### src/hdl/pwfs_pkg.sv
// ----------------------------------------------------------------------------
// pwfs_pkg
// Shared types and constants of the per-worker free buffer stack: payload
// structs, command and status codes, and the sizes of the stack memory.
// ----------------------------------------------------------------------------
package pwfs_pkg;

  // Pool geometry.
  localparam int MAX_WORKERS = 32;
  localparam int POOL_DEPTH  = 1024;

  // Derived widths.
  localparam int WORKER_W = $clog2(MAX_WORKERS);              // stack select
  localparam int IDX_W    = $clog2(POOL_DEPTH);               // entry in one stack
  localparam int ADDR_W   = WORKER_W + IDX_W;                 // stack memory address
  localparam int ACT_W    = $clog2(MAX_WORKERS + 1);          // active worker count
  localparam int TOP_W    = $clog2(POOL_DEPTH + 1);           // fill level of one stack
  localparam int OUT_W    = $clog2(MAX_WORKERS * POOL_DEPTH + 1); // buffers handed out

  // Field widths fixed by the interface.
  localparam int CMD_W    = 2;
  localparam int WID_W    = 6;
  localparam int HANDLE_W = 26;
  localparam int CFG_IDX_W  = 2;
  localparam int CFG_DATA_W = 16;

  // Command codes.
  localparam logic [CMD_W-1:0] CMD_ALLOC  = 2'd0;
  localparam logic [CMD_W-1:0] CMD_FREE   = 2'd1;
  localparam logic [CMD_W-1:0] CMD_INIT   = 2'd2;
  localparam logic [CMD_W-1:0] CMD_DEINIT = 2'd3;

  // Configuration register indexes.
  localparam logic [CFG_IDX_W-1:0] REG_WORKER_COUNT = 2'd0;
  localparam logic [CFG_IDX_W-1:0] REG_BUF_SIZE     = 2'd1;
  localparam logic [CFG_IDX_W-1:0] REG_POOL_COUNT   = 2'd2;

  typedef enum logic [2:0] {
    ST_OK          = 3'd0,
    ST_EMPTY       = 3'd1,
    ST_FULL        = 3'd2,
    ST_BAD_WORKER  = 3'd3,
    ST_OUTSTANDING = 3'd4
  } status_t;

  typedef enum logic [1:0] {
    OP_ALLOC,
    OP_FREE,
    OP_INIT,
    OP_DEINIT
  } op_t;

  // Request beat.
  typedef struct packed {
    logic [CMD_W-1:0]    cmd;
    logic [WID_W-1:0]    worker;
    logic [HANDLE_W-1:0] buf_handle;
  } req_t;

  // Response beat.
  typedef struct packed {
    status_t             status;
    logic [HANDLE_W-1:0] alloc_handle;
  } rsp_t;

  // Decoded command between front and back.
  typedef struct packed {
    op_t                 op;
    logic [WID_W-1:0]    worker;
    logic [HANDLE_W-1:0] buf_handle;
  } op_item_t;

  // Configuration registers as seen by the back end.
  typedef struct packed {
    logic [5:0]  worker_count;
    logic [15:0] buf_size;
    logic [10:0] pool_count;
  } cfg_t;

endpackage

### src/hdl/pwfs_front.sv
// ----------------------------------------------------------------------------
// pwfs_front
// Request front end: accepts request beats, decodes the command into an
// operation and holds it in a register until the command queue takes it.
// ----------------------------------------------------------------------------
module pwfs_front (
  input  logic               clk,
  input  logic               rst,
  input  logic               req_valid,
  output logic               req_ready,
  input  pwfs_pkg::req_t     req,
  output logic               op_valid,
  input  logic               op_ready,
  output pwfs_pkg::op_item_t op_item
);

  pwfs_pkg::op_t op_dec;

  // The stage takes a beat when it is empty or is being drained.
  assign req_ready = !op_valid || op_ready;

  // Command decode.
  always_comb begin
    case (req.cmd)
      pwfs_pkg::CMD_ALLOC:  op_dec = pwfs_pkg::OP_ALLOC;
      pwfs_pkg::CMD_FREE:   op_dec = pwfs_pkg::OP_FREE;
      pwfs_pkg::CMD_INIT:   op_dec = pwfs_pkg::OP_INIT;
      pwfs_pkg::CMD_DEINIT: op_dec = pwfs_pkg::OP_DEINIT;
      default:              op_dec = pwfs_pkg::OP_ALLOC;
    endcase
  end

  // Output register of the front stage.
  always_ff @(posedge clk) begin
    if (rst) begin
      op_valid <= 1'b0;
    end else if (req_valid && req_ready) begin
      op_valid           <= 1'b1;
      op_item.op         <= op_dec;
      op_item.worker     <= req.worker;
      op_item.buf_handle <= req.buf_handle;
    end else if (op_ready) begin
      op_valid <= 1'b0;
    end
  end

endmodule

### config.mk
export PLATFORM = sky130hd
export DESIGN_NAME = pwfs_front
export DESIGN_NICKNAME = d
export VERILOG_FILES = /design/src/hdl/pwfs_pkg.sv /design/src/hdl/pwfs_front.sv
export SDC_FILE = /design/constraint.sdc
export NUM_CORES = 1
export LEC_CHECK = 0
export BUFFER_PORTS_ARGS = -buffer_cell sky130_fd_sc_hd__buf_2
export CAP_MARGIN = 40
export CORE_MARGIN = 4
export CORE_UTILIZATION = 39
export CTS_CLUSTER_DIAMETER = 60
export DETAILED_ROUTE_END_ITERATION = 10
export PLACE_DENSITY = 0.76
export RECOVER_POWER = 100
export SETUP_SLACK_MARGIN = 0.05
export SYNTH_ARGS = -nofsm -noshare
export SYNTH_HDL_FRONTEND = slang
export SYNTH_SLANG_ARGS = --single-unit
### constraint.sdc
create_clock -name clk -period 2.5 [get_ports clk]
set_input_delay 0.125 -clock clk [delete_from_list [all_inputs] [get_ports clk]]
set_output_delay 0.125 -clock clk [all_outputs]
set_load 0.03 [all_outputs]
Word level (Yosys, flattened, before mapping)
Index checks and enable logic that the tools add are counted.

cells by class
  equality and inequality tests = 3
  mux-type cells = 3
  bitwise gates (word level) = 1
  reductions and logical operators = 6

operators with widths
  cell                                                                   number
  2-bit one-hot mux with 4 select lines                                  1
  2-bit equality test, second input constant                             2
  2-bit by 1-bit equality test with 1-bit output, second input constant  1
  2-bit zero test                                                        1
  1-bit 2-to-1 mux                                                       2
  2-bit AND reduction                                                    1
  2-bit nonzero test                                                     1
  1-bit logical AND                                                      1
  1-bit zero test                                                        1
  1-bit logical OR                                                       1
  1-bit inverter                                                         1

storage, ports and cells
  bits in registers = 35
  input bits = 38
  output and inout port bits = 36
  logic and storage cells = 17

Depth between registers and ports, before layout
  depth in word-level cells = 4
  depth in mapped cells = 2
  mapped depth without buffers = 2

Worst setup path after synthesis
Ideal clock, no wire load.

  path kind = register to register
  start = register op_valid
  end = register op_item[0] (netlist bit), enable pin
  setup time = 0.420 ns
  arrival = 2.001 ns
  data required time = 2.080 ns
  path slack = 0.079 ns
  cell stages (with the launch flop) = 3
  path buffers = 0
  period minus slack after synthesis = 2.421 ns
  cells stage by stage = dfxtp_1 -> nand2b_4 -> nor3b_2

on the way
  word-level cells in the longest chain between the ends = 4

RTL lines
  item                           line              text
  from (decl)                    pwfs_front.sv:12  output logic op_valid,
  from (signal assigned)         pwfs_front.sv:36  op_valid <= 1'b0;
  from (signal assigned)         pwfs_front.sv:38  op_valid <= 1'b1;
  from (signal assigned)         pwfs_front.sv:43  op_valid <= 1'b0;
  1-bit zero test                pwfs_front.sv:20  assign req_ready = !op_valid || op_ready;
  1-bit logical OR               pwfs_front.sv:20
  net req_ready                  pwfs_front.sv:10  output logic req_ready,
  1-bit logical AND              pwfs_front.sv:37  end else if (req_valid && req_ready) begin
  2-bit AND reduction (no line)  -
  to (decl)                      pwfs_front.sv:14  output pwfs_pkg::op_item_t op_item

The timed path passes the listed nets, and every way through them passes these cells.
A chain may end at the register's enable or synchronous reset.

Worst setup path after layout
  start = input rst
  end = register op_item[10] (netlist bit), enable pin

on the way
  word-level cells in the longest chain between the ends = 2

RTL lines
  item                           line             text
  from (decl)                    pwfs_front.sv:8  input logic rst,
  1-bit inverter (no line)       -
  2-bit AND reduction (no line)  -

Every way passes these cells.

==> qor.yml <==
power:
  total_power_mw: 1.33
  ir_worst_vdd_mv: 0.625
  intPower_mw: 1.05
  p_leak_nw: 0.724
  p_sw_uw: 273
  clockPowerShare_pct: 37.1
  p_sw_share_pct: 20.6
  powerDensity_mw_per_mm2: 703
  p_comb_share_pct: 11.7
  pwr-share-seq_pct: 51.3
yosys:
  ys_warn_count: 0
  ys_seq_area_share_pct: 96.1
  synth.distinct_cells: 7
  syn-num-nets: 79
  syn_area_mm2: 0.00108
  ys_ff_latch: 35
  syn_avg_cell_area_um2: 26.4
  syn-instance-count: 41
sta:
  worst_pin_slew_ns: 0.620
  maxSlewViolCount: 0
  slew_headroom_pct: 58.7
  setup_viol: 0
  skew_ns: 0.0110
  hold_ws_ns: 0.0982
  tns_ns: 0
  finalCriticalPeriod_ns: 1.59
  fmax_ghz: 0.629
  final.period_utilization_pct: 63.6
  finalHoldViolations: 0
  rsz0062_at_grt: "false"
global_route:
  grt_pass1_vias: 963
  grt_pass1_wl_mm: 4.51
  grt.overflow.total: 0
  antenna_found_initial: 0
  grt_max_degree: 23
  gr-usage-all-layers_pct: 18.3
routing:
  postRouteAntennaNets: 0
  vias: 814
  wirelength_mm: 2.99
  drc: 0
  routed_via_density: 4.35
  wl_per_cell_um: 16.0
  dr.pass1.iters: 4
  drt-initial-drc-count: 13
status:
  run_status: "completed"
floorplan:
  die_y_um: 60.7
  die-width_um: 60.7
  core_area_mm2: 0.00257
  initial_core_util_pct: 42.2
  rows: 18
  ios: 74
  die-area_mm2: 0.00369
worst_hold_path:
  hold_path_depth: 3
  min_to: "op_valid"
  hp-class: "in2reg"
  hp-start: "req_valid"
placement:
  place_hpwl_mm: 1.66
  gp_congestion: 0.666
  io_buffers: 73
clock_network:
  cts_tree: "yes"
  clock_latency_ns: 0.33
  cts_hold_buf: 35
  clock-root-buffer: "clkbuf_4"
  htreeDepth: 2
  clock_path_buffers: 2
  cts_resized: 0
  clock-sinks: 35
  numCtsBuffers: 5
  postCtsSetupBuffers: 0
  clkTransAtPathRegs_ns: 0.10
cells_and_area:
  syn_to_final_growth_pct: 73.9
  nNetsFinal: 194
  diodes: 0
  layout-drive-gt1-share_pct: 28.0
worst_setup_path:
  reg2reg_slack_ns: 0.93
  cp_cell_sequence: "dlygate4sd3_1, clkbuf_1, nor3b_1, clkbuf_1"
  r2r-end: "op_item[10]"
  criticalPathCategory: "in2reg"
  cp_slowest_cell: "dlygate4sd3_1"
  cp.arrival_ns: 1.56
  critPathMaxFanout: 12
  crit_path_frequent_cell: "clkbuf_1"
  cpPeakStageDelay_ns: 0.54
  critPathLaunchType: "input pin"
  required_ns: 2.47
  r2r_start: "op_valid"
  cpLargestDelayFamily: "buffers and inverters"
  worst-path-buf-inv: 3
  rr_worst_depth: 3
  endpoint_kind: "flip-flop"
job:
  max_cap_viol_count: 0
-- power by group through the flow --
stage / Sequential, mW / Clock (mW) / Combinational (mW)
after global placement: 0.691 / 0 / 0.117
after floorplan: 0.743 / 0 / 0.0142
after CTS: 0.679 / 0.498 / 0.162
after detailed placement: 0.692 / 0 / 0.120
final: 0.679 / 0.491 / 0.154
after global routing: 0.681 / 0.528 / 0.165
-- final cells by class --
cell class | count | area, µm²
fillers | 180 | 683
flip-flops and latches | 35 | 1040
clock inverters | 2 | 60.1
repair buffers | 110 | 679
multi-input cells | 3 | 21.3
clock buffers | 6 | 41.3
well taps | 30 | 37.5
inverters | 1 | 3.75
-- layout by cell type, fill, tap and decap left out, drive strengths merged --
master	Yosys	final
nand2b	1	1
buf	0	36
dfxtp	1	1
nor3b	1	1
bufinv	0	2
clkbuf	2	45
inv	1	1
a21oi	1	1
edfxtp	34	34
dlygate4sd3	0	35
-- stage by stage --
step                      area (µm²)  std cells  worst slack [ns]  util, %
after floorplan                 1080         41            0.0794        -
after global placement          1500        144              1.31     58.4
after detailed placement        1500        144              1.28     58.4
after CTS                       1950        187              1.24     76.0
after global routing            1880        187             0.828     73.4
final                           1880        187             0.911     73.4
-- cells in the mapped netlist --
cell	count	share of area, %
nor3b_2	1	1.2
inv_1	1	0.35
dfxtp_1	1	1.8
edfxtp_1	34	94
a21oi_1	1	0.46
clkbuf_1	2	0.69
nand2b_4	1	1.3
-- state kept, by name, indices dropped and copies added (netlist names) --
| register | flops |
|---|---|
| op_valid | 1 |
| op_item | 34 |
-- worst register-to-register path: stages (launching register included) --
cell	delay, ns
dfxtp_1	0.34
nand2b_2	0.08
nor3b_1	0.27
clkbuf_1	0.52
-- logic make-up (layout without fill, tap and decap cells) --
logic type             after synthesis  after routing  synth area share, %
AO/OA/AOI/OAI                        1              1                0.461
buffers and inverters                3            119                 1.04
flip-flops                          35             35                 96.1
AND/OR/NAND/NOR                      2              2                 2.42
-- layer usage --
layer,track usage [%],wire length [µm],vias to the layer above
li1,-,-,388
met1,17.0,990,366
met2,32.1,1530,56
met3,10.9,425,4
met4,8.05,39,0
met5,0,0,-
-- worst max path at each step --
stage	from	end	slack [ns]	cells after the start
after global placement	op_valid	op_item[9]	1.31	3
after CTS	rst	op_item[22]	1.24	4
after global routing	op_valid	op_item[10]	0.83	3
after floorplan	op_valid	op_item[0]	0.08	2
after detailed placement	op_valid	op_item[0]	1.28	3
final	rst	op_item[10]	0.91	4
No activity file was read; power rests on OpenSTA's default activity.
