--- config.mk ---
export PLATFORM = sky130hd
export DESIGN_NAME = pwfs_queue
export DESIGN_NICKNAME = d
export VERILOG_FILES = /design/src/hdl/pwfs_pkg.sv /design/src/hdl/pwfs_queue.sv
export SDC_FILE = /design/constraint.sdc
export NUM_CORES = 1
export LEC_CHECK = 0
export BUFFER_PORTS_ARGS = -buffer_cell sky130_fd_sc_hd__buf_4
export CELL_PAD_IN_SITES_DETAIL_PLACEMENT = 1
export CELL_PAD_IN_SITES_GLOBAL_PLACEMENT = 2
export CORE_MARGIN = 2
export CORE_UTILIZATION = 37
export DETAILED_ROUTE_END_ITERATION = 7
export HOLD_SLACK_MARGIN = 0.1
export MAX_ROUTING_LAYER = met4
export PLACE_DENSITY_LB_ADDON = 0.1
export SYNTH_ARGS = -nofsm -noshare
export SYNTH_HDL_FRONTEND = slang
export SYNTH_SLANG_ARGS = --single-unit
--- constraint.sdc ---
create_clock -name clk -period 2.61 [get_ports clk]
set_input_delay 0.1305 -clock clk [delete_from_list [all_inputs] [get_ports clk]]
set_output_delay 0.1305 -clock clk [all_outputs]
set_load 0.005 [all_outputs]
--- src/hdl/pwfs_pkg.sv ---
// ----------------------------------------------------------------------------
// pwfs_pkg
// Shared types and constants of the per-worker free buffer stack: payload
// structs, command and status codes, and the sizes of the stack memory.
// ----------------------------------------------------------------------------
package pwfs_pkg;

  // Pool geometry.
  localparam int MAX_WORKERS = 32;
  localparam int POOL_DEPTH  = 1024;

  // Derived widths.
  localparam int WORKER_W = $clog2(MAX_WORKERS);              // stack select
  localparam int IDX_W    = $clog2(POOL_DEPTH);               // entry in one stack
  localparam int ADDR_W   = WORKER_W + IDX_W;                 // stack memory address
  localparam int ACT_W    = $clog2(MAX_WORKERS + 1);          // active worker count
  localparam int TOP_W    = $clog2(POOL_DEPTH + 1);           // fill level of one stack
  localparam int OUT_W    = $clog2(MAX_WORKERS * POOL_DEPTH + 1); // buffers handed out

  // Field widths fixed by the interface.
  localparam int CMD_W    = 2;
  localparam int WID_W    = 6;
  localparam int HANDLE_W = 26;
  localparam int CFG_IDX_W  = 2;
  localparam int CFG_DATA_W = 16;

  // Command codes.
  localparam logic [CMD_W-1:0] CMD_ALLOC  = 2'd0;
  localparam logic [CMD_W-1:0] CMD_FREE   = 2'd1;
  localparam logic [CMD_W-1:0] CMD_INIT   = 2'd2;
  localparam logic [CMD_W-1:0] CMD_DEINIT = 2'd3;

  // Configuration register indexes.
  localparam logic [CFG_IDX_W-1:0] REG_WORKER_COUNT = 2'd0;
  localparam logic [CFG_IDX_W-1:0] REG_BUF_SIZE     = 2'd1;
  localparam logic [CFG_IDX_W-1:0] REG_POOL_COUNT   = 2'd2;

  typedef enum logic [2:0] {
    ST_OK          = 3'd0,
    ST_EMPTY       = 3'd1,
    ST_FULL        = 3'd2,
    ST_BAD_WORKER  = 3'd3,
    ST_OUTSTANDING = 3'd4
  } status_t;

  typedef enum logic [1:0] {
    OP_ALLOC,
    OP_FREE,
    OP_INIT,
    OP_DEINIT
  } op_t;

  // Request beat.
  typedef struct packed {
    logic [CMD_W-1:0]    cmd;
    logic [WID_W-1:0]    worker;
    logic [HANDLE_W-1:0] buf_handle;
  } req_t;

  // Response beat.
  typedef struct packed {
    status_t             status;
    logic [HANDLE_W-1:0] alloc_handle;
  } rsp_t;

  // Decoded command between front and back.
  typedef struct packed {
    op_t                 op;
    logic [WID_W-1:0]    worker;
    logic [HANDLE_W-1:0] buf_handle;
  } op_item_t;

  // Configuration registers as seen by the back end.
  typedef struct packed {
    logic [5:0]  worker_count;
    logic [15:0] buf_size;
    logic [10:0] pool_count;
  } cfg_t;

endpackage

--- src/hdl/pwfs_queue.sv ---
// ----------------------------------------------------------------------------
// pwfs_queue
// Two-entry command queue between the front end and the back end, so that
// either side can stall without holding up the other.
// ----------------------------------------------------------------------------
module pwfs_queue (
  input  logic               clk,
  input  logic               rst,
  input  logic               wr_valid,
  output logic               wr_ready,
  input  pwfs_pkg::op_item_t wr_item,
  output logic               rd_valid,
  input  logic               rd_ready,
  output pwfs_pkg::op_item_t rd_item
);

  pwfs_pkg::op_item_t slots [2];
  logic               wr_ptr;
  logic               rd_ptr;
  logic [1:0]         count;
  logic               push;
  logic               pop;

  assign wr_ready = (count != 2'd2);
  assign rd_valid = (count != 2'd0);
  assign rd_item  = slots[rd_ptr];
  assign push     = wr_valid && wr_ready;
  assign pop      = rd_valid && rd_ready;

  // Pointers and fill count.
  always_ff @(posedge clk) begin
    if (rst) begin
      wr_ptr <= 1'b0;
      rd_ptr <= 1'b0;
      count  <= 2'd0;
    end else begin
      if (push) begin
        wr_ptr <= !wr_ptr;
      end
      if (pop) begin
        rd_ptr <= !rd_ptr;
      end
      if (push && !pop) begin
        count <= count + 2'd1;
      end else if (pop && !push) begin
        count <= count - 2'd1;
      end
    end
  end

  // Entry storage.
  always_ff @(posedge clk) begin
    if (push) begin
      slots[wr_ptr] <= wr_item;
    end
  end

endmodule

### Yosys cells after proc, flatten, opt, wreduce, memory -nomap -nowiden

Memories as Yosys holds them, arrays and structs flattened. A register that Yosys moved wholly into a read port is not among the register bits.
Index checks and enable logic that the tools add are counted.

| storage, ports and cells | value |
|---|---|
| flip-flop bits (word level) | 4 |
| bits in latches | 0 |
| RAM bits | 68 |
| bits in read-only memories | 0 |
| bits of input ports | 38 |
| output and inout port bits | 36 |
| word-level logic and storage cells | 23 |
| memories kept | 1 |

| cells by class | value |
|---|---|
| add/sub/neg operators | 2 |
| multiply operators | 0 |
| divide/modulo/power cells | 0 |
| order comparisons | 0 |
| equal/unequal tests | 1 |
| shift-type cells | 0 |
| mux-type cells | 6 |
| bitwise gates (word level) | 0 |
| reduce and logical (&&, ||, !) cells | 10 |

Memory list:

| memory | words | bits a word | read ports | clocked after Yosys merged registers in | write ports | RTL line | text |
|---|---|---|---|---|---|---|---|
| slots | 2 | 34 | 1 | 1 | 1 | pwfs_queue.sv:17 | `pwfs_pkg::op_item_t slots [2];` |

Operators by type and width:

| operator | count |
|---|---|
| $logic_and A1 B1 Y1 | 4 |
| $logic_not A1 Y1 | 4 |
| $mux W1 | 4 |
| $mux W2 | 2 |
| $reduce_bool A2 Y1 | 2 |
| $add A2 B1 Y2 const B | 1 |
| $ne A2 B2 Y1 const B | 1 |
| $sub A2 B1 Y2 const B | 1 |

### Logic depth before layout (Yosys ltp)

| logic depth | value |
|---|---|
| word-level depth | 6 |
| depth in mapped cells | 6 |
| gate-level depth less buffers | 6 |

### Worst setup path after synthesis

No wires, ideal clock.

| path | value |
|---|---|
| kind | reg-to-reg |
| start | register count[0] |
| end | memory slots[1][0] (netlist bit), enable pin |
| setup time | 394 ps |
| data arrival time | 1472 ps |
| required time | 2216 ps |
| setup slack | 744 ps |
| cell stages (with the launch flop) | 3 |
| buffers on the path | 0 |
| period minus slack after synthesis | 1866 ps |
| cell sequence | dfxtp_1 -> nand2b_1 -> and3_1 |

| on the way | value |
|---|---|
| longest elaborated chain between the ends | 4 |

RTL lines:

| element | RTL line | text |
|---|---|---|
| from (decl) | pwfs_queue.sv:20 | `logic [1:0] count;` |
| from (signal assigned) | pwfs_queue.sv:44 | `count <= count + 2'd1;` |
| from (signal assigned) | pwfs_queue.sv:46 | `count <= count - 2'd1;` |
| $ne A2 B2 Y1 | pwfs_queue.sv:24 | `assign wr_ready = (count != 2'd2);` |
| via wr_ready | pwfs_queue.sv:10 | `output logic wr_ready,` |
| $logic_and A1 B1 Y1 | pwfs_queue.sv:27 | `assign push = wr_valid && wr_ready;` |
| $mux W1 | pwfs_queue.sv:53 | `if (push) begin` |
| $mux W1 (implied by the code) | pwfs_queue.sv:54 | `slots[wr_ptr] <= wr_item;` |
| to (decl) | pwfs_queue.sv:17 |  |

The timed path passes the listed nets, and every way through them passes these cells.

==> results.yml <==
setup_path:
  cp.arrival_ps: 1800
  path_cells: "mux2_2, buf_4"
  worstSetupPathType: "flip-flop to output port"
  r2r_start: "count[0]$_SDFFE_PP0P_"
  startpoint_type: "flip-flop"
  critPathCaptureType: "output port"
  worstPathMaxFanout: 34
  r2r_slack_ps: 800
  slowest_stage: "dfxtp_2"
  timing.rr.end: "slots[1][32]$_DFFE_PP_"
  slowest_delay_ps: 900
  rr_worst_depth: 2
  crit_required_ps: 2480
synthesis:
  yosys.area.top_type: "edfxtp_1"
  synth_area_per_cell_sq_um: 20.6
  synth_cell_types: 18
  syn_area_sq_um: 2670
  netlist_top_cells_area: "edfxtp_1 76%, mux2_2 14%, dfxtp_1 3.7%"
  synth_top_area_share_pct: 76.4
  netlist_instances: 130
  synth-seq-area-share_pct: 80.1
  synthesis.nets: 169
  synth_warnings: 0
  ys_ff_latch: 73
clocking:
  path_clk_slew_ps: 70
  postCtsSetupRepairBufs: 0
  root_buffer: "clkbuf_8"
  cts_tree: "built"
  clk_path_buf_depth: 2
  htreeDepth: 3
  numCtsBuffers: 9
  insertion_delay_ps: 330
  cts_resized: 0
  cts_sinks: 73
  cts_hold_buf: 35
die:
  num_rows: 30
  die_h_microns: 89.0
  core_sq_um: 6910
  initial_core_util_pct: 38.7
  dieArea_sq_um: 7920
  io_pins: 74
  fp.dieW_microns: 89.0
final_layout:
  drive_gt1_share_pct: 50.6
  multi_input_comb_area_sq_um: 503
  syn_to_final_growth_pct: 47.7
  final_common_cell: "buf_4"
  seqCellArea_sq_um: 2140
  n_antenna_cell: 0
  fillers: 672
  final_cell_mix: "73 x buf_4, 68 x edfxtp_1, 35 x dlygate4sd3_1, 34 x mux2_2, 9 x clkbuf_8"
  nNetsFinal: 285
power_and_ir_drop:
  clkPwrFrac_pct: 32.0
  power_density_nw_per_um2: 895
  cellLeakagePower_nw: 1.50
  power.total_mw: 3.53
  vdd_drop_max_v: 0.000403
  p_int_mw: 2.71
  switchingPower_mw: 0.826
  p_sw_share_pct: 23.4
  p_comb_share_pct: 23.0
  p_seq_share_pct: 45.0
routing:
  dr.pass1.iters: 4
  vias: 1550
  drc: 0
  antenna_left: 0
  first_iter_violations: 71
  routed_wl_microns: 5380
  via_per_inst: 4.47
  wl_per_cell_microns: 15.5
placed_design:
  port_buffers: 73
  dpl.hpwl_microns: 3310
  post-place-ws_ps: 784
  gp_congestion: 0.729
worst_hold_path:
  hp-start: "wr_valid"
  holdPathStages: 3
  whs_endpoint: "wr_ptr$_SDFFE_PP0P_"
  hold_path_class: "input port to flip-flop"
global_routing:
  grt_pass1_wl_microns: 8090
  antenna_found_initial: 0
  grt_pass1_vias: 1675
  track_usage_pct: 14.7
  grt_overflow: 0
  grt_max_degree: 35
sta:
  maxSlewHeadroom_pct: 42.8
  finalCriticalPeriod_ps: 1930
  drv_slew: 0
  fin_crit_sh_pct: 73.9
  setup_slack_ps: 681
  final-hold-violation-count: 0
  rsz0062_at_grt: "false"
  tightest_slew_ps: 858
  finalSetupViolCount: 0
  skew_ps: 4.93
  max_freq_mhz: 518
  tns_ps: 0
run:
  drv_cap: 0
status:
  status: "completed"
worst max-delay path by stage:
stage,end,slack (ps),start
after floorplan,slots[1][0]$_DFFE_PP_,740,count[0]$_SDFFE_PP0P_
after global placement,slots[1][13]$_DFFE_PP_,900,count[0]$_SDFFE_PP0P_
after detailed placement,slots[1][13]$_DFFE_PP_,780,count[0]$_SDFFE_PP0P_
after CTS,rd_item[0],620,flip-flop
after global routing,rd_item[31],570,flip-flop
final,rd_item[0],680,flip-flop
cell type report:
| cell class | count | share of cell area, % |
|---|---|---|
| Clock buffer | 10 | 3.23 |
| Clock inverter | 6 | 3.30 |
| Inverter | 1 | 0.0951 |
| Multi-Input combinational cell | 52 | 12.7 |
| Sequential cell | 73 | 54.3 |
| Tap cell | 96 | 3.04 |
| Timing Repair Buffer | 109 | 23.3 |
critical path, delay by kind of cell (launching register included):
kind,cells,cell delay [ps]
mux,1,420
flops,1,900
buf+inv,1,140
Yosys cell counts:
cell	n
xor2_1	3
a21oi_1	2
nor2_1	3
a21bo_2	1
nand2b_1	1
and3_1	1
nand3b_1	1
dfxtp_1	5
inv_1	1
o21ai_0	2
ha_1	1
and2_1	1
buf_4	2
buf_2	2
or3_1	1
edfxtp_1	68
or2_2	1
mux2_2	34
power by group through the flow:
stage | clock, mW | sequential, mW | combinational (mW)
2_1_floorplan | 0 | 1.52 | 0.451
3_3_place_gp | 0 | 1.60 | 0.763
3_5_place_dp | 0 | 1.62 | 0.781
4_1_cts | 1.16 | 1.60 | 0.827
5_1_grt | 1.21 | 1.61 | 0.884
6_report | 1.13 | 1.59 | 0.812
metrics by stage:
stage          utilization [%]  cell area, sq um  hold WS (ps)  std cells
2_1_floorplan                -              2670           200        130
3_3_place_gp              48.3              3340           315        296
6_report                  57.1              3950           131        347
4_1_cts                   57.1              3950           115        347
3_5_place_dp              48.3              3340           320        296
5_1_grt                   57.1              3950           135        347
cell families (layout without fill, tap and decap cells):
kind of cell	after synthesis	count (layout)	synth area share (%)
AND/OR/NAND/NOR	9	9	1.87
flip-flops	73	73	80.2
XOR/XNOR	3	3	0.983
multiplexers	34	34	14.3
buffers and inverters	5	126	1.08
AO/OA/AOI/OAI	5	5	1.12
adder cells (fa/ha/maj)	1	1	0.468
sequential cells by signal (all words and copies together) (netlist names), named ones only:
name and flops:
slots 68, rd_ptr 1, wr_ptr 1, count 2
layer usage:
layer  routed length (microns)  GRT usage, %  vias up  share of wire, %
met1                      2240          16.3      758                42
met5                         0             -        -                 0
li1                          -             -      734                 -
met3                       278          3.79        8               5.2
met2                      2770          24.8       50                51
met4                        86          6.92        0               1.6
Note: power is estimated with default switching activity, not from simulation.
